<file path="src/rtl/sfr_pkg.sv">
// Package for the serial frame receiver.
// Holds the phase and error codes, field widths and the result struct.
// No dependencies.
package sfr_pkg;

  localparam int unsigned BufferDepth = 1024;
  localparam int unsigned HeaderLen   = 5;

  localparam logic [2:0] PH_HUNT = 3'd0;
  localparam logic [2:0] PH_LEN0 = 3'd1;
  localparam logic [2:0] PH_LEN1 = 3'd2;
  localparam logic [2:0] PH_HEAD = 3'd3;
  localparam logic [2:0] PH_DATA = 3'd4;
  localparam logic [2:0] PH_SUM  = 3'd5;
  localparam logic [2:0] PH_END  = 3'd6;

  localparam logic [1:0] ERR_NONE     = 2'd0;
  localparam logic [1:0] ERR_LENGTH   = 2'd1;
  localparam logic [1:0] ERR_CHECKSUM = 2'd2;
  localparam logic [1:0] ERR_ENDBYTE  = 2'd3;

  localparam logic [1:0] CFG_START_BYTE = 2'd0;
  localparam logic [1:0] CFG_END_BYTE   = 2'd1;
  localparam logic [1:0] CFG_MAX_LENGTH = 2'd2;

  localparam logic [10:0] MAX_LENGTH_RESET = 11'd1024;

  typedef struct packed {
    logic [7:0]  start_byte;
    logic [7:0]  end_byte;
    logic [10:0] max_length;
  } sfr_cfg_t;

  typedef struct packed {
    logic        byte_valid;
    logic [9:0]  byte_index;
    logic [7:0]  byte_value;
    logic        frame_done;
    logic [1:0]  frame_status;
    logic [10:0] frame_length;
  } sfr_result_t;

endpackage

</file>
<file path="src/rtl/sfr_cfg_regs.sv">
// Configuration register bank of the serial frame receiver.
// Depends on sfr_pkg for register indexes and the configuration struct.
module sfr_cfg_regs (
  input  logic             clk,
  input  logic             rst_n,
  input  logic             cfg_valid,
  output logic             cfg_ready,
  input  logic [1:0]       cfg_addr,
  input  logic [10:0]      cfg_data,
  output sfr_pkg::sfr_cfg_t cfg
);
  import sfr_pkg::*;

  sfr_cfg_t cfg_r;

  assign cfg_ready = 1'b1;
  assign cfg       = cfg_r;

  always_ff @(posedge clk) begin
    if (!rst_n) begin
      cfg_r.start_byte <= 8'd0;
      cfg_r.end_byte   <= 8'd0;
      cfg_r.max_length <= MAX_LENGTH_RESET;
    end else if (cfg_valid) begin
      case (cfg_addr)
        CFG_START_BYTE: cfg_r.start_byte <= cfg_data[7:0];
        CFG_END_BYTE:   cfg_r.end_byte   <= cfg_data[7:0];
        CFG_MAX_LENGTH: cfg_r.max_length <= cfg_data;
        default: ;
      endcase
    end
  end

endmodule

</file>
<file path="src/rtl/sfr_deframer.sv">
// Frame parsing state machine of the serial frame receiver.
// Computes one result per registered byte and updates the frame state.
// Depends on sfr_pkg.
module sfr_deframer (
  input  logic                 clk,
  input  logic                 rst_n,
  input  logic                 advance,
  input  logic [7:0]           rx_byte,
  input  logic                 gap_timeout,
  input  sfr_pkg::sfr_cfg_t    cfg,
  output sfr_pkg::sfr_result_t res
);
  import sfr_pkg::*;

  logic [2:0]  phase_r, phase_nxt, phase_cur;
  logic [15:0] length_r, length_nxt;
  logic [10:0] count_r, count_nxt, count_inc;
  logic [7:0]  sum_r, sum_nxt;
  logic [1:0]  err_r, err_nxt, err_end;
  logic [15:0] len_full;

  assign phase_cur = gap_timeout ? PH_HUNT : phase_r;
  assign count_inc = count_r + 11'd1;
  assign len_full  = {length_r[15:8], rx_byte};
  assign err_end   = (rx_byte != cfg.end_byte) ? ERR_ENDBYTE : err_r;

  always_comb begin
    phase_nxt  = phase_cur;
    length_nxt = length_r;
    count_nxt  = count_r;
    sum_nxt    = sum_r;
    err_nxt    = err_r;
    res        = '0;
    case (phase_cur)
      PH_HUNT: begin
        if (rx_byte == cfg.start_byte) begin
          count_nxt = 11'd0;
          phase_nxt = PH_LEN0;
        end
      end
      PH_LEN0: begin
        length_nxt = {rx_byte, 8'd0};
        sum_nxt    = rx_byte;
        phase_nxt  = PH_LEN1;
      end
      PH_LEN1: begin
        length_nxt = len_full;
        if (len_full < 16'(HeaderLen) || len_full > {5'd0, cfg.max_length}) begin
          err_nxt   = ERR_LENGTH;
          phase_nxt = PH_HUNT;
        end else begin
          sum_nxt   = sum_r + rx_byte;
          phase_nxt = PH_HEAD;
        end
      end
      PH_HEAD: begin
        res.byte_valid = 1'b1;
        res.byte_index = count_r[9:0];
        res.byte_value = rx_byte;
        count_nxt      = count_inc;
        sum_nxt        = sum_r + rx_byte;
        if (count_inc >= 11'(HeaderLen)) begin
          phase_nxt = (length_r <= 16'(HeaderLen)) ? PH_SUM : PH_DATA;
        end
      end
      PH_DATA: begin
        if (count_r < cfg.max_length && count_r < 11'(BufferDepth)) begin
          res.byte_valid = 1'b1;
          res.byte_index = count_r[9:0];
          res.byte_value = rx_byte;
        end
        count_nxt = count_inc;
        sum_nxt   = sum_r + rx_byte;
        if (length_r <= {5'd0, count_inc}) begin
          phase_nxt = PH_SUM;
        end
      end
      PH_SUM: begin
        if (sum_r == rx_byte) begin
          phase_nxt = PH_END;
        end else begin
          err_nxt   = ERR_CHECKSUM;
          phase_nxt = PH_HUNT;
        end
      end
      PH_END: begin
        res.frame_done   = 1'b1;
        res.frame_status = err_end;
        res.frame_length = length_r[10:0];
        err_nxt          = ERR_NONE;
        phase_nxt        = PH_HUNT;
      end
      default: begin
        phase_nxt = PH_HUNT;
      end
    endcase
  end

  always_ff @(posedge clk) begin
    if (!rst_n) begin
      phase_r  <= PH_HUNT;
      length_r <= 16'd0;
      count_r  <= 11'd0;
      sum_r    <= 8'd0;
      err_r    <= ERR_NONE;
    end else if (advance) begin
      phase_r  <= phase_nxt;
      length_r <= length_nxt;
      count_r  <= count_nxt;
      sum_r    <= sum_nxt;
      err_r    <= err_nxt;
    end
  end

  a_err_cleared: assert property (@(posedge clk) disable iff (!rst_n)
    advance && res.frame_done |=> err_r == ERR_NONE)
    else $error("latched error not cleared after frame completion");

  a_no_unused_phase: assert property (@(posedge clk) disable iff (!rst_n)
    phase_r != 3'd7)
    else $error("state machine reached an unused phase");

  a_byte_or_done: assert property (@(posedge clk) disable iff (!rst_n)
    !(res.byte_valid && res.frame_done))
    else $error("stored byte and frame completion in one result");

  a_gap_quiet: assert property (@(posedge clk) disable iff (!rst_n)
    advance && gap_timeout |-> !res.byte_valid && !res.frame_done)
    else $error("result produced on a gap timeout");

endmodule

</file>
<file path="src/rtl/serial_frame_receiver.sv">
// Serial frame receiver: one byte per transfer. Each result transfer follows its
// input transfer through the input register, then the result register.
// Throughput is one byte per cycle; the stages advance together when the
// result register is empty or being drained.
// Synchronous active-low reset clears the state machine, latched error,
// configuration and both stage valid flags; the block is ready right after.
module serial_frame_receiver (
  input  logic        clk,
  input  logic        rst_n,
  input  logic        in_tvalid,
  output logic        in_tready,
  input  logic [7:0]  in_tdata,   // [7:0] rx_byte
  input  logic        in_tuser,   // [0] gap_timeout
  output logic        out_tvalid,
  input  logic        out_tready,
  output logic [31:0] out_tdata,  // [9:0] byte_index, [17:10] byte_value,
                                  // [19:18] frame_status, [30:20] frame_length
  output logic [1:0]  out_tuser,  // [0] byte_valid, [1] frame_done
  input  logic        cfg_valid,
  output logic        cfg_ready,
  input  logic [1:0]  cfg_addr,
  input  logic [10:0] cfg_data
);
  import sfr_pkg::*;

  sfr_cfg_t    cfg;
  sfr_result_t res;
  sfr_result_t out_r;
  logic        in_vld_r, out_vld_r;
  logic [7:0]  rx_byte_r;
  logic        gap_r;
  logic        advance;

  assign advance   = in_vld_r && (!out_vld_r || out_tready);
  assign in_tready = !in_vld_r || advance;

  sfr_cfg_regs u_cfg (
    .clk       (clk),
    .rst_n     (rst_n),
    .cfg_valid (cfg_valid),
    .cfg_ready (cfg_ready),
    .cfg_addr  (cfg_addr),
    .cfg_data  (cfg_data),
    .cfg       (cfg)
  );

  sfr_deframer u_deframer (
    .clk         (clk),
    .rst_n       (rst_n),
    .advance     (advance),
    .rx_byte     (rx_byte_r),
    .gap_timeout (gap_r),
    .cfg         (cfg),
    .res         (res)
  );

  always_ff @(posedge clk) begin
    if (!rst_n) begin
      in_vld_r  <= 1'b0;
      out_vld_r <= 1'b0;
    end else begin
      if (in_tready) begin
        in_vld_r <= in_tvalid;
      end
      if (advance) begin
        out_vld_r <= 1'b1;
      end else if (out_tready) begin
        out_vld_r <= 1'b0;
      end
    end
  end

  always_ff @(posedge clk) begin
    if (in_tready && in_tvalid) begin
      rx_byte_r <= in_tdata;
      gap_r     <= in_tuser;
    end
    if (advance) begin
      out_r <= res;
    end
  end

  assign out_tvalid = out_vld_r;
  assign out_tdata  = {1'b0, out_r.frame_length, out_r.frame_status,
                       out_r.byte_value, out_r.byte_index};
  assign out_tuser  = {out_r.frame_done, out_r.byte_valid};

endmodule

</file>
<file path="config.mk">
export PLATFORM = sky130hd
export DESIGN_NAME = serial_frame_receiver
export DESIGN_NICKNAME = d
export VERILOG_FILES = /design/src/rtl/sfr_pkg.sv /design/src/rtl/sfr_cfg_regs.sv /design/src/rtl/sfr_deframer.sv /design/src/rtl/serial_frame_receiver.sv
export SDC_FILE = /design/constraint.sdc
export NUM_CORES = 1
export LEC_CHECK = 0
export BUFFER_PORTS_ARGS = -buffer_cell sky130_fd_sc_hd__buf_4
export CAP_MARGIN = 0
export CORE_MARGIN = 4
export CORE_UTILIZATION = 40
export DETAILED_ROUTE_END_ITERATION = 10
export PLACE_DENSITY_LB_ADDON = 0.15
export SKIP_LAST_GASP = 1
export SLEW_MARGIN = 20
export SYNTH_ARGS = -nofsm -noshare
export SYNTH_HDL_FRONTEND = slang
export SYNTH_SLANG_ARGS = --single-unit
</file>
<file path="constraint.sdc">
create_clock -name clk -period 9.6 [get_ports clk]
set_clock_uncertainty 0.1 [all_clocks]
set_input_delay 1.92 -clock clk [delete_from_list [all_inputs] [get_ports clk]]
set_output_delay 1.92 -clock clk [all_outputs]
set_load 0.02 [all_outputs]
</file>
# After elaboration in Yosys (flattened, before gate mapping)
# Index checks and enable logic that the tools add are counted.
op_classes:
  n_mux: 22
  n_eq_ne: 15
  n_reduce_logical: 24
  n_addsub: 2
  magnitude_cmp: 7
  bitwise_logic: 1
op_table:
  columns: ["cell", "n"]
  rows:
  - ["19-bit case mux with 2 select lines", 1]
  - ["16-bit case mux with 2 select lines", 1]
  - ["8-bit case mux with 3 select lines", 1]
  - ["11-bit case mux with 2 select lines", 1]
  - ["19-bit two-way mux", 1]
  - ["3-bit case mux with 6 select lines", 1]
  - ["8-bit == test", 2]
  - ["16-bit by 11-bit > comparator with 1-bit output", 1]
  - ["16-bit by 11-bit <= comparator with 1-bit output", 1]
  - ["16-bit by 3-bit <= comparator with 1-bit output, second input constant", 1]
  - ["16-bit by 3-bit less-than comparator with 1-bit output, second input constant", 1]
  - ["3-bit two-way mux", 5]
  - ["14-bit two-way mux", 1]
  - ["11-bit by 1-bit adder with 11-bit output, second input constant", 1]
  - ["11-bit by 3-bit greater-or-equal comparator with 1-bit output, second input constant", 1]
  - ["11-bit less-than comparator", 1]
  - ["11-bit less-than comparator, second input constant", 1]
  - ["11-bit two-way mux", 1]
  - ["3-bit == test, second input constant", 3]
  - ["3-bit AND reduction", 3]
  - ["8-bit adder", 1]
  - ["2-bit two-way mux", 4]
  - ["8-bit two-way mux", 1]
  - ["8-bit inequality test", 1]
  - ["19 further kinds", 35]
word_totals:
  inputBits: 27
  ff_bits: 111

# Logic depth before layout (Yosys ltp)
# Gate-level depths: netlist (run 1).
depth:
  word_depth: 5
  mapped_depth: 12

# Hierarchy
# Synthesis (run 1) repeated with hierarchy kept, for this count alone.
unflattened:
  hier_cells: 629
  hier_area_um2: 6004.5
modules_own_cells:
  columns: ["mod", "instances", "cells_per_inst", "area_per_inst_um2", "seq_area_each_um2"]
  rows:
  - ["sfr_deframer", 1, 472, 3592.2, 800.8]
  - ["serial_frame_receiver", 1, 53, 1376.3, 1301.2]
  - ["sfr_cfg_regs", 1, 104, 1036.0, 540.5]

# Worst setup path before layout (run 1)
# Ideal clock, no wire load.
synth_timing:
  kind: "input to register"
  startpoint: "in out_tready"
  endpoint: "reg u_deframer.sum_r[7]"
  slack_ns: 5.265
  arrival_time_ns: 4.105
  path_stages: 10
  required_time_ns: 9.370
  setup_time_ns: 0.130
  path_buffers: 2
  cell_sequence: "nor2b_4 nand2b_1 buf_2 inv_1 o21ai_0 nor4_2 nand2_2 buf_6 o211ai_2 o31ai_2"
synth_via:
  elab_chain_cells: 3
synth_rtl:
  columns: ["element", "line", "text"]
  rows:
  - ["from (decl)", "serial_frame_receiver.sv:15", "input logic out_tready,"]
  - ["1-bit logical OR", "serial_frame_receiver.sv:34", "assign advance = in_vld_r && (!out_vld_r || out_tready);"]
  - ["1-bit logical AND", "serial_frame_receiver.sv:34", null]
  - ["via advance", "serial_frame_receiver.sv:32", "logic advance;"]
  - ["3-bit AND reduction (no line)", null, null]
  - ["to (signal assigned)", "sfr_deframer.sv:110", "sum_r <= sum_nxt;"]
  - ["to (decl)", "sfr_deframer.sv:18", "logic [7:0] sum_r, sum_nxt;"]
# The timed path passes the listed nets, and every way through them passes these cells.
# A chain may end at the register's enable or synchronous reset.

# Worst setup path in the final report (run 1)
layout_timing:
  startpoint: "in out_tready"
  endpoint: "out in_tready"
layout_via:
  elab_chain_cells: 3
layout_rtl:
  columns: ["element", "line", "text"]
  rows:
  - ["1-bit logical OR", "serial_frame_receiver.sv:34", null]
  - ["1-bit logical AND", "serial_frame_receiver.sv:34", null]
  - ["1-bit logical OR", "serial_frame_receiver.sv:35", "assign in_tready = !in_vld_r || advance;"]
  - ["to (decl)", "serial_frame_receiver.sv:11", "output logic in_tready,"]
# Every way passes these cells.

==> flow_results.xml, run 1 <==
<?xml version="1.0" encoding="UTF-8"?>
<metrics>
  <group name="run_status">
    <metric name="run_status" unit="">complete, no violations</metric>
  </group>
  <group name="floorplan">
    <metric name="std_cell_rows" unit="">44</metric>
    <metric name="fp.dieArea" unit="um2">17000</metric>
    <metric name="die_height" unit="um">130</metric>
    <metric name="core_area" unit="um2">14600</metric>
    <metric name="floorplan.initialDensity" unit="">0.411</metric>
    <metric name="die_w" unit="um">130</metric>
    <metric name="io_pins" unit="">64</metric>
  </group>
  <group name="placed_design">
    <metric name="pre_cts_slack" unit="ps">5190</metric>
    <metric name="hpwl_reported_at_the_end_of_detailed_placement" unit="um">10700</metric>
    <metric name="port_buffers" unit="">61</metric>
    <metric name="globalplace.congestion" unit="">0.868</metric>
  </group>
  <group name="synthesis">
    <metric name="synth_async_sr_flop_share" unit="">0</metric>
    <metric name="post_synth.cell_area_avg" unit="um2">9.66</metric>
    <metric name="syn-instance-count" unit="">621</metric>
    <metric name="synth_top_area_cell" unit="">sky130_fd_sc_hd__dfxtp_1</metric>
    <metric name="synthTopCellsByArea" unit="">sky130_fd_sc_hd__dfxtp_1, sky130_fd_sc_hd__edfxtp_1, sky130_fd_sc_hd__ha_1, sky130_fd_sc_hd__mux2i_1, sky130_fd_sc_hd__nor2_1</metric>
    <metric name="synth_top_cell_area_share" unit="">0.230</metric>
    <metric name="synthesis.nets" unit="">690</metric>
    <metric name="synth_seq_area_share" unit="">0.440</metric>
    <metric name="syn-cell-area" unit="um2">6000</metric>
    <metric name="synth_cell_types" unit="">66</metric>
    <metric name="number_of_synthesized_flops_with_an_enable_pin" unit="">42</metric>
    <metric name="synth_warnings" unit="">0</metric>
    <metric name="ys_dominant_reg_cell" unit="">sky130_fd_sc_hd__dfxtp_1</metric>
    <metric name="most_common_cell_in_the_synthesized_netlist" unit="">sky130_fd_sc_hd__nor2_1</metric>
    <metric name="ys_seq_elements" unit="">111</metric>
    <metric name="synth.top_cells.by_count" unit="">sky130_fd_sc_hd__nor2_1, sky130_fd_sc_hd__dfxtp_1, sky130_fd_sc_hd__edfxtp_1</metric>
  </group>
  <group name="timing">
    <metric name="slew_headroom" unit="">0.483</metric>
    <metric name="max_freq" unit="MHz">227</metric>
    <metric name="worst-slew-pin-transition" unit="ps">772</metric>
    <metric name="finalHoldViolations" unit="">0</metric>
    <metric name="setup_viol" unit="">0</metric>
    <metric name="layout_worst_path_cycle_share" unit="">0.460</metric>
    <metric name="finalMaxSlewViolations" unit="">0</metric>
    <metric name="post-route-worst-setup-slack" unit="ps">5190</metric>
    <metric name="min_period" unit="ps">4410</metric>
    <metric name="rsz0062_at_grt" unit="">false</metric>
    <metric name="setup_tns" unit="ps">0</metric>
  </group>
  <group name="clock_network">
    <metric name="cts_setup_buffers" unit="">0</metric>
    <metric name="clkSlewWorstSetupHoldPaths" unit="ps">70</metric>
    <metric name="cts-htree-levels" unit="">3</metric>
    <metric name="cts.sink_count" unit="">111</metric>
    <metric name="cts-root-buf" unit="">sky130_fd_sc_hd__clkbuf_16</metric>
    <metric name="tritoncts_buffers" unit="">9</metric>
    <metric name="clk_path_buf_depth" unit="">2</metric>
    <metric name="worst_skew_pair_latency" unit="ps">360</metric>
    <metric name="tritoncts" unit="">done</metric>
    <metric name="post_cts_resize_count" unit="">0</metric>
    <metric name="postCtsHoldBufs" unit="">0</metric>
  </group>
  <group name="global_route">
    <metric name="grt_most_used_layer" unit="">met2</metric>
    <metric name="overflow" unit="">0</metric>
    <metric name="globalRouteMet2Util" unit="">0.305</metric>
    <metric name="grt_use_total" unit="">0.185</metric>
    <metric name="grt_start_max_net_pins" unit="">66</metric>
    <metric name="grt.met1_usage" unit="">0.250</metric>
    <metric name="first_global_vias" unit="">4570</metric>
    <metric name="gr-usage-met3" unit="">0.0268</metric>
    <metric name="grt_antenna_before_repair" unit="">0</metric>
    <metric name="global_route_wire_length_before_repair" unit="um">24400</metric>
  </group>
  <group name="detailed_routing">
    <metric name="drtPass1Iterations" unit="">5</metric>
    <metric name="drtAntennaViolNets" unit="">0</metric>
    <metric name="detail_route.iter0.violations" unit="">385</metric>
    <metric name="post-route-drc-count" unit="">0</metric>
    <metric name="route.vias.total" unit="">4643</metric>
    <metric name="avgRoutedWirePerCell" unit="um">17.8</metric>
    <metric name="via_per_inst" unit="">5.48</metric>
    <metric name="wl" unit="um">15100</metric>
  </group>
  <group name="setup_path">
    <metric name="worst-path-max-fanout" unit="">4</metric>
    <metric name="max_stage_delay" unit="ps">160</metric>
    <metric name="critPathMostFrequentCell" unit="">sky130_fd_sc_hd__buf_4</metric>
    <metric name="critical_path_arrival" unit="ps">2390</metric>
    <metric name="worst_r2r_path_depth" unit="">11</metric>
    <metric name="path_cells" unit="">buf_4 &gt; nor2b_4 &gt; nand2_1 &gt; buf_4</metric>
    <metric name="critPathRequiredTime" unit="ps">7580</metric>
    <metric name="worstSetupEndpointType" unit="">output pin</metric>
    <metric name="timing.setup.critical_path_class" unit="">primary input to output pin</metric>
    <metric name="critPathLaunchType" unit="">primary input</metric>
    <metric name="cell_with_the_biggest_individual_delay_on_the_critical_path" unit="">sky130_fd_sc_hd__buf_4</metric>
  </group>
  <group name="flow_run">
    <metric name="max_cap_viols" unit="">0</metric>
  </group>
  <group name="cells_and_area">
    <metric name="filler_cell_count" unit="">1386</metric>
    <metric name="nNetsFinal" unit="">728</metric>
    <metric name="layout-drive-gt1-share" unit="">0.149</metric>
    <metric name="multiInputGateArea" unit="um2">3060</metric>
    <metric name="sequential_cell_area_in_the_final_layout" unit="um2">2640</metric>
    <metric name="antenna-diode-count" unit="">0</metric>
    <metric name="layout-area-overhead-vs-synth" unit="%">13.8</metric>
  </group>
  <group name="hold_path">
    <metric name="worstHoldPathType" unit="">flop to flop</metric>
    <metric name="whs_path_depth" unit="">2</metric>
  </group>
  <group name="pwr">
    <metric name="power" unit="W">0.000976</metric>
    <metric name="cellPowerDensity" unit="nW/um2">143</metric>
    <metric name="vdd_drop_max" unit="uV">82.4</metric>
    <metric name="leakage" unit="nW">2.77</metric>
  </group>
</metrics>
==> worst max-delay path, delay by kind of cell <==
family                 cells  cell delay [ps]
buffers and inverters      2              280
and+or+nand+nor            2              190
==> layout by cell type, fill, tap and decap left out, drive strengths merged, types with 2 or more instances in the layout <==
master / synthesis / final
a211oi: 9 / 9
a21boi: 2 / 2
a21o: 7 / 7
a21oi: 35 / 35
a22oi: 10 / 10
a31o: 2 / 2
a31oi: 4 / 4
and2: 25 / 25
and3: 2 / 2
buf: 19 / 64
clkbuf: 18 / 10
clkinv: 0 / 3
conb: 2 / 2
dfxtp: 69 / 69
edfxtp: 42 / 42
ha: 41 / 41
inv: 28 / 29
mux2: 2 / 2
mux2i: 30 / 30
nand2: 35 / 35
nand2b: 5 / 5
nand3: 17 / 17
nand3b: 3 / 3
nand4: 8 / 8
nand4b: 2 / 2
nor2: 71 / 71
nor2b: 5 / 5
nor3: 27 / 27
nor4: 13 / 13
o211ai: 9 / 9
o21a: 7 / 7
o21ai: 17 / 17
o31ai: 3 / 3
o32ai: 2 / 2
or3: 3 / 3
or4: 3 / 3
xnor2: 4 / 4
xor2: 27 / 27
==> metrics by stage <==
step,util,hold slack (ps),area [um2],std cells
after floorplan,-,339,6000,621
after global placement,0.447,374,6520,832
after detailed placement,0.447,383,6520,832
after CTS,0.468,393,6830,848
after global routing,0.468,422,6830,848
final,0.468,394,6830,848
==> cell type report <==
cell class | instances | area share
flip-flops and latches | 111 | 0.387
clock inverters | 6 | 0.00971
clock buffers | 10 | 0.0350
multi-input cells | 445 | 0.449
inverters | 28 | 0.0154
repair buffers | 64 | 0.0704
well taps | 184 | 0.0337
==> final timing paths <==
check | slack [ps] | startpoint | endpoint
hold reg to reg | 390 | u_deframer.length_r[13] | u_deframer.length_r[13]
setup reg to reg | 5920 | u_deframer.count_r[0] | u_deframer.phase_r[0]
setup / recovery | 5190 | out_tready | in_tready
hold / removal | 390 | u_deframer.length_r[13] | u_deframer.length_r[13]
==> kinds of logic after synthesis <==
kind of cell             share of synthesized area
buffers and inverters                       0.0490
adder cells (fa/ha/maj)                     0.0888
flip-flops                                   0.440
AND/OR/NAND/NOR                              0.195
multiplexers                                0.0538
other                                      0.00125
AO/OA/AOI/OAI                                0.126
XOR/XNOR                                    0.0465
==> flip-flops by register name, summed over array words and instances, names as in the netlist <==
| signal | count |
|---|---|
| rx_byte_r | 8 |
| gap_r | 1 |
| out_tdata | 31 |
| u_deframer.length_r | 16 |
| u_deframer.sum_r | 8 |
| out_tuser | 2 |
| u_deframer.count_r | 11 |
| u_deframer.phase_r | 3 |
| u_deframer.err_r | 2 |
| out_tvalid | 1 |
| u_cfg.cfg | 27 |
| in_vld_r | 1 |
==> layer usage <==
metal	part of all wire	wire [um]
met1	0.47	7040
met2	0.47	7160
met3	0.042	632
met4	0.018	271
met5	0	0
==> where the power goes <==
part	switching [W]	leakage [nW]	internal, W
combinational	0.0000419	1.66	0.0000308
sequential	0.0000139	0.961	0.000499
clock	0.000178	0.148	0.000211
total	0.000234	2.77	0.000741
Note: power is estimated with default switching activity, not from simulation.
==> inputs of run 2 (changes only) <==
Clock period 9.6 ns to 4.4 ns, I/O delays scaled along.
==> flow_results.xml, run 2 (synthesized netlist as in run 1, its figures left out) <==
<?xml version="1.0" encoding="UTF-8"?>
<metrics>
  <group name="run_status">
    <metric name="run_status" unit="">complete, no violations</metric>
  </group>
  <group name="cells_and_area">
    <metric name="nNetsFinal" unit="">733</metric>
    <metric name="layout-drive-gt1-share" unit="">0.155</metric>
    <metric name="final_core_util" unit="">0.470</metric>
    <metric name="layout.cells.most_common_list" unit="">sky130_fd_sc_hd__nor2_1, sky130_fd_sc_hd__dfxtp_1, sky130_fd_sc_hd__buf_4</metric>
    <metric name="layout-area-overhead-vs-synth" unit="%">14.2</metric>
    <metric name="max_reg_flops" unit="">31</metric>
    <metric name="antenna-diode-count" unit="">0</metric>
    <metric name="stdcell_area" unit="um2">6850</metric>
    <metric name="layout_commonest_cell" unit="">sky130_fd_sc_hd__nor2_1</metric>
  </group>
  <group name="pwr">
    <metric name="vdd_drop_max" unit="uV">192</metric>
    <metric name="switching_share" unit="">0.250</metric>
    <metric name="seqPwrFrac" unit="">0.532</metric>
    <metric name="p_int" unit="W">0.00157</metric>
    <metric name="cellPowerDensity" unit="nW/um2">305</metric>
    <metric name="clock_power_share" unit="">0.385</metric>
    <metric name="leakage" unit="nW">2.79</metric>
    <metric name="power.combinational.fraction" unit="">0.083</metric>
    <metric name="switching_power" unit="W">0.000523</metric>
    <metric name="power" unit="W">0.00209</metric>
  </group>
  <group name="setup_path">
    <metric name="worstSetupEndpointType" unit="">flop</metric>
    <metric name="timing.setup.critical_path_class" unit="">flop to flop</metric>
    <metric name="reg2reg_setup_slack" unit="ps">920</metric>
    <metric name="critical_path.endpoint" unit="">u_deframer.phase_r[0]</metric>
    <metric name="critPathRequiredTime" unit="ps">4580</metric>
    <metric name="critical_path_arrival" unit="ps">3660</metric>
    <metric name="r2r_end" unit="">u_deframer.phase_r[0]</metric>
    <metric name="worst_r2r_path_depth" unit="">11</metric>
    <metric name="worst_setup_path_startpoint" unit="">u_deframer.count_r[1]</metric>
    <metric name="worst-path-max-fanout" unit="">10</metric>
    <metric name="worstReg2RegStart" unit="">u_deframer.count_r[1]</metric>
    <metric name="critPathLaunchType" unit="">flop</metric>
  </group>
  <group name="detailed_routing">
    <metric name="avgRoutedWirePerCell" unit="um">18.3</metric>
    <metric name="wl" unit="um">15600</metric>
    <metric name="met3WireLength" unit="um">893</metric>
    <metric name="route.vias.total" unit="">4716</metric>
    <metric name="drtAntennaViolNets" unit="">0</metric>
    <metric name="routedLengthMet1" unit="um">7270</metric>
    <metric name="via_per_inst" unit="">5.53</metric>
    <metric name="highest-signal-layer" unit="">met4</metric>
    <metric name="met2_length" unit="um">7060</metric>
    <metric name="detail_route.iter0.violations" unit="">333</metric>
    <metric name="post-route-drc-count" unit="">0</metric>
    <metric name="drtPass1Iterations" unit="">5</metric>
  </group>
  <group name="clock_network">
    <metric name="clkSlewWorstSetupHoldPaths" unit="ps">80</metric>
    <metric name="worst_skew_pair_latency" unit="ps">360</metric>
    <metric name="tritoncts_buffers" unit="">9</metric>
    <metric name="cts-root-buf" unit="">sky130_fd_sc_hd__clkbuf_16</metric>
    <metric name="postCtsHoldBufs" unit="">0</metric>
    <metric name="cts-htree-levels" unit="">3</metric>
    <metric name="clk_path_buf_depth" unit="">2</metric>
    <metric name="cts_setup_buffers" unit="">0</metric>
    <metric name="tritoncts" unit="">done</metric>
    <metric name="cts.sink_count" unit="">111</metric>
    <metric name="post_cts_resize_count" unit="">0</metric>
  </group>
  <group name="global_route">
    <metric name="first_global_vias" unit="">4650</metric>
    <metric name="grt_use_total" unit="">0.190</metric>
    <metric name="grt_antenna_before_repair" unit="">0</metric>
    <metric name="overflow" unit="">0</metric>
    <metric name="grt_start_max_net_pins" unit="">38</metric>
    <metric name="global_route_wire_length_before_repair" unit="um">24800</metric>
  </group>
  <group name="flow_run">
    <metric name="max_cap_viols" unit="">0</metric>
  </group>
  <group name="placed_design">
    <metric name="port_buffers" unit="">61</metric>
    <metric name="hpwl_reported_at_the_end_of_detailed_placement" unit="um">11400</metric>
    <metric name="globalplace.congestion" unit="">0.908</metric>
    <metric name="placed_area" unit="um2">6570</metric>
  </group>
  <group name="timing">
    <metric name="slew_headroom" unit="">0.298</metric>
    <metric name="finalMaxSlewViolations" unit="">0</metric>
    <metric name="finalHoldViolations" unit="">0</metric>
    <metric name="worst-slew-pin-transition" unit="ps">1050</metric>
    <metric name="rsz0062_at_grt" unit="">false</metric>
    <metric name="setup_viol" unit="">0</metric>
    <metric name="layout_worst_path_cycle_share" unit="">0.791</metric>
    <metric name="setup_tns" unit="ps">0</metric>
    <metric name="min_period" unit="ps">3480</metric>
    <metric name="max_freq" unit="MHz">287</metric>
  </group>
  <group name="floorplan">
    <metric name="floorplan.initialDensity" unit="">0.411</metric>
    <metric name="std_cell_rows" unit="">44</metric>
    <metric name="fp.dieArea" unit="um2">17000</metric>
    <metric name="io_pins" unit="">64</metric>
    <metric name="die_height" unit="um">130</metric>
    <metric name="core_area" unit="um2">14600</metric>
    <metric name="die_w" unit="um">130</metric>
  </group>
  <group name="hold_path">
    <metric name="worstHoldPathType" unit="">flop to flop</metric>
  </group>
</metrics>
run 2: worst min path at each step:
stage,end,slack [ps],from,cells past startpoint
after global placement,u_deframer.err_r[0],360,u_deframer.err_r[0],2
after global routing,u_deframer.length_r[14],410,u_deframer.length_r[14],2
after floorplan,u_deframer.err_r[0],340,u_deframer.err_r[0],2
final,u_deframer.err_r[0],390,u_deframer.err_r[0],2
after detailed placement,u_deframer.err_r[0],370,u_deframer.err_r[0],2
after CTS,u_deframer.err_r[0],380,u_deframer.err_r[0],2
run 2: layout make-up:
cell class	count	area [um2]
inverter	28	105
multi-input combinational	445	3060
clock inverter	5	40.0
tap	184	230
clock buffer	11	243
timing repair buffer	69	531
fill	1387	7730
sequential	111	2640
run 2: worst max-delay path, cell delays in order, from the launching register on:
cell and delay (ps):
sky130_fd_sc_hd__dfxtp_1 460, sky130_fd_sc_hd__ha_1 430, sky130_fd_sc_hd__nand2_1 100, sky130_fd_sc_hd__or4_4 500, sky130_fd_sc_hd__xnor2_2 200, sky130_fd_sc_hd__inv_1 70
sky130_fd_sc_hd__ha_1 200, sky130_fd_sc_hd__or4_1 510, sky130_fd_sc_hd__nor4_1 280, sky130_fd_sc_hd__o311ai_0 180, sky130_fd_sc_hd__and3_1 210, sky130_fd_sc_hd__nor3_1 160
run 2: power groups by stage:
| stage | logic (W) | registers, W | clock network (W) |
|---|---|---|---|
| 4_1_cts | 0.000176 | 0.00111 | 0.000826 |
| 5_1_grt | 0.000192 | 0.00112 | 0.000864 |
| 3_5_place_dp | 0.000175 | 0.00114 | 0 |
| 6_report | 0.000173 | 0.00111 | 0.000805 |
| 2_1_floorplan | 0.0000934 | 0.00114 | 0 |
| 3_3_place_gp | 0.000173 | 0.00114 | 0 |
run 2: stage by stage:
stage	hold slack, ps	std cells	worst slack [ps]
after global routing	407	853	723
final	387	853	921
after detailed placement	368	837	961
after global placement	359	837	1100
after floorplan	339	621	1110
after CTS	378	853	949
run 2: per-layer routing:
layer	vias to the layer above	global-route usage
met4	0	0.0653
met2	128	0.302
li1	2293	-
met3	22	0.0394
met5	-	0
met1	2273	0.260
==> inputs of run 3 (changes only) <==
Clock period 4.4 ns to 3.2 ns, I/O delays scaled along.
==> flow_results.xml, run 3 (synthesized netlist as in run 1, its figures left out) <==
<?xml version="1.0" encoding="UTF-8"?>
<metrics>
  <group name="pwr">
    <metric name="vdd_drop_max" unit="uV">215</metric>
    <metric name="clock_power_share" unit="">0.390</metric>
    <metric name="leakage" unit="nW">2.86</metric>
    <metric name="switching_share" unit="">0.246</metric>
    <metric name="switching_power" unit="W">0.000711</metric>
    <metric name="seqPwrFrac" unit="">0.527</metric>
    <metric name="power.combinational.fraction" unit="">0.084</metric>
    <metric name="p_int" unit="W">0.00219</metric>
    <metric name="cellPowerDensity" unit="nW/um2">417</metric>
  </group>
  <group name="timing">
    <metric name="rsz0062_at_grt" unit="">false</metric>
    <metric name="finalMaxSlewViolations" unit="">0</metric>
    <metric name="post-route-worst-setup-slack" unit="ps">177</metric>
    <metric name="setup_viol" unit="">0</metric>
    <metric name="max_freq" unit="MHz">331</metric>
    <metric name="worst-slew-pin-transition" unit="ps">785</metric>
    <metric name="finalHoldViolations" unit="">0</metric>
    <metric name="layout_worst_path_cycle_share" unit="">0.945</metric>
    <metric name="setup_tns" unit="ps">0</metric>
    <metric name="slew_headroom" unit="">0.474</metric>
    <metric name="min_period" unit="ps">3020</metric>
  </group>
  <group name="detailed_routing">
    <metric name="wl" unit="um">15700</metric>
    <metric name="detail_route.iter0.violations" unit="">413</metric>
    <metric name="via_per_inst" unit="">5.51</metric>
    <metric name="route.vias.total" unit="">4769</metric>
    <metric name="drtPass1Iterations" unit="">5</metric>
    <metric name="drtAntennaViolNets" unit="">0</metric>
    <metric name="post-route-drc-count" unit="">0</metric>
    <metric name="avgRoutedWirePerCell" unit="um">18.2</metric>
  </group>
  <group name="global_route">
    <metric name="global_route_wire_length_before_repair" unit="um">24800</metric>
    <metric name="first_global_vias" unit="">4577</metric>
    <metric name="overflow" unit="">0</metric>
    <metric name="grt_antenna_before_repair" unit="">1</metric>
    <metric name="grt_use_total" unit="">0.191</metric>
    <metric name="grt_start_max_net_pins" unit="">66</metric>
  </group>
  <group name="cells_and_area">
    <metric name="antenna-diode-count" unit="">0</metric>
    <metric name="multiInputGateArea" unit="um2">3060</metric>
    <metric name="layout.cells.most_common_list" unit="">sky130_fd_sc_hd__buf_4, sky130_fd_sc_hd__nor2_1, sky130_fd_sc_hd__dfxtp_1</metric>
    <metric name="final_core_util" unit="">0.477</metric>
    <metric name="layout-drive-gt1-share" unit="">0.174</metric>
    <metric name="filler_cell_count" unit="">1366</metric>
    <metric name="sequential_cell_area_in_the_final_layout" unit="um2">2650</metric>
    <metric name="max_reg_flops" unit="">31</metric>
    <metric name="nNetsFinal" unit="">746</metric>
    <metric name="layout-area-overhead-vs-synth" unit="%">15.9</metric>
    <metric name="layout_commonest_cell" unit="">sky130_fd_sc_hd__buf_4</metric>
    <metric name="instances_no_fill" unit="">866</metric>
  </group>
  <group name="setup_path">
    <metric name="r2r_end" unit="">u_deframer.phase_r[0]</metric>
    <metric name="cell_with_the_biggest_individual_delay_on_the_critical_path" unit="">sky130_fd_sc_hd__or4_4</metric>
    <metric name="worst_setup_path_startpoint" unit="">u_deframer.count_r[9]</metric>
    <metric name="worstSetupEndpointType" unit="">flop</metric>
    <metric name="reg2reg_setup_slack" unit="ps">180</metric>
    <metric name="worst-path-max-fanout" unit="">6</metric>
    <metric name="max_stage_delay" unit="ps">560</metric>
    <metric name="critPathRequiredTime" unit="ps">3380</metric>
    <metric name="critPathLaunchType" unit="">flop</metric>
    <metric name="path_cells" unit="">inv_1 &gt; or4_4 &gt; xnor2_2 &gt; inv_1 &gt; ha_1 &gt; or4_1 &gt; nor4_1 &gt; o311ai_0 &gt; and3_1 &gt; nor3_1</metric>
    <metric name="cp_num_buf_inv" unit="">2</metric>
    <metric name="worstReg2RegStart" unit="">u_deframer.count_r[9]</metric>
    <metric name="critPathMostFrequentCell" unit="">sky130_fd_sc_hd__inv_1</metric>
    <metric name="timing.critical_path.depth" unit="">10</metric>
    <metric name="crit_family" unit="">simple AND/OR/NAND/NOR gates</metric>
    <metric name="worst_r2r_path_depth" unit="">10</metric>
    <metric name="critical_path_arrival" unit="ps">3200</metric>
    <metric name="timing.setup.critical_path_class" unit="">flop to flop</metric>
    <metric name="critical_path.endpoint" unit="">u_deframer.phase_r[0]</metric>
  </group>
  <group name="clock_network">
    <metric name="cts.sink_count" unit="">111</metric>
    <metric name="clkSlewWorstSetupHoldPaths" unit="ps">80</metric>
    <metric name="clk_path_buf_depth" unit="">2</metric>
    <metric name="worst_skew_pair_latency" unit="ps">370</metric>
    <metric name="postCtsHoldBufs" unit="">0</metric>
    <metric name="tritoncts_buffers" unit="">9</metric>
    <metric name="cts-root-buf" unit="">sky130_fd_sc_hd__clkbuf_16</metric>
    <metric name="tritoncts" unit="">done</metric>
    <metric name="cts-htree-levels" unit="">3</metric>
  </group>
  <group name="floorplan">
    <metric name="std_cell_rows" unit="">44</metric>
    <metric name="die_height" unit="um">130</metric>
    <metric name="fp.dieArea" unit="um2">17000</metric>
    <metric name="die_w" unit="um">130</metric>
    <metric name="io_pins" unit="">64</metric>
    <metric name="core_area" unit="um2">14600</metric>
    <metric name="floorplan.initialDensity" unit="">0.411</metric>
  </group>
  <group name="placed_design">
    <metric name="pre_cts_slack" unit="ps">159</metric>
    <metric name="hpwl_reported_at_the_end_of_detailed_placement" unit="um">11500</metric>
    <metric name="globalplace.congestion" unit="">0.902</metric>
    <metric name="post-place-cells" unit="">850</metric>
    <metric name="port_buffers" unit="">61</metric>
  </group>
  <group name="run_status">
    <metric name="run_status" unit="">complete, no violations</metric>
  </group>
  <group name="hold_path">
    <metric name="worstHoldPathType" unit="">primary input to flop</metric>
    <metric name="whs_path_depth" unit="">1</metric>
  </group>
  <group name="flow_run">
    <metric name="max_cap_viols" unit="">0</metric>
  </group>
</metrics>
[run 3: changes by cell type in the layout (fill, tap and decap cells not counted), sizes merged]
cell / before / now
buf: 69 / 82
clkbuf: 11 / 12
inv: 29 / 28
[run 3: power groups by stage]
stage                     sequential [W]  combinational [W]  clock [W]
after floorplan                  0.00157           0.000128          0
after global placement           0.00156           0.000238          0
after detailed placement         0.00156           0.000244          0
after CTS                        0.00153           0.000244    0.00115
after global routing             0.00153           0.000267    0.00120
final                            0.00153           0.000242    0.00113
[run 3: layout make-up]
cell class / instances / share of cell area
multi-input combinational: 445 / 0.440
clock inverter: 4 / 0.00540
timing repair buffer: 82 / 0.0885
sequential: 111 / 0.380
tap: 184 / 0.0331
inverter: 28 / 0.0151
clock buffer: 12 / 0.0372
[run 3: how the worst min path moves through the flow]
stage,from,end,slack (ps)
CTS,in_tdata[2],rx_byte_r[2],340
finish,in_tdata[2],rx_byte_r[2],350
global route,in_tdata[3],rx_byte_r[3],340
floorplan,u_deframer.err_r[0],u_deframer.err_r[0],340
detailed placement,u_deframer.err_r[0],u_deframer.err_r[0],380
global placement,u_deframer.err_r[0],u_deframer.err_r[0],360
[run 3: routing by layer]
layer / routed length [um] / GRT usage / vias to the layer above
li1: - / - / 2334
met2: 7320 / 0.306 / 127
met4: 283 / 0.0672 / 0
met1: 7390 / 0.265 / 2290
met3: 748 / 0.0260 / 18
met5: 0 / 0 / -
[run 3: timing repair]
action | CTS | global route
gates resized for setup | 0 | 2
endpoints found under the setup margin | 0 | 1
buffers inserted | 0 | 0
hold endpoints to repair | 0 | 0
[run 3: through the flow]
step / hold slack [ps] / area, um2 / total power, W
3_3_place_gp: 359 / 6660 / 0.00180
6_report: 345 / 6960 / 0.00290
5_1_grt: 336 / 6960 / 0.00300
4_1_cts: 335 / 6950 / 0.00293
2_1_floorplan: 339 / 6000 / 0.00170
3_5_place_dp: 379 / 6660 / 0.00180
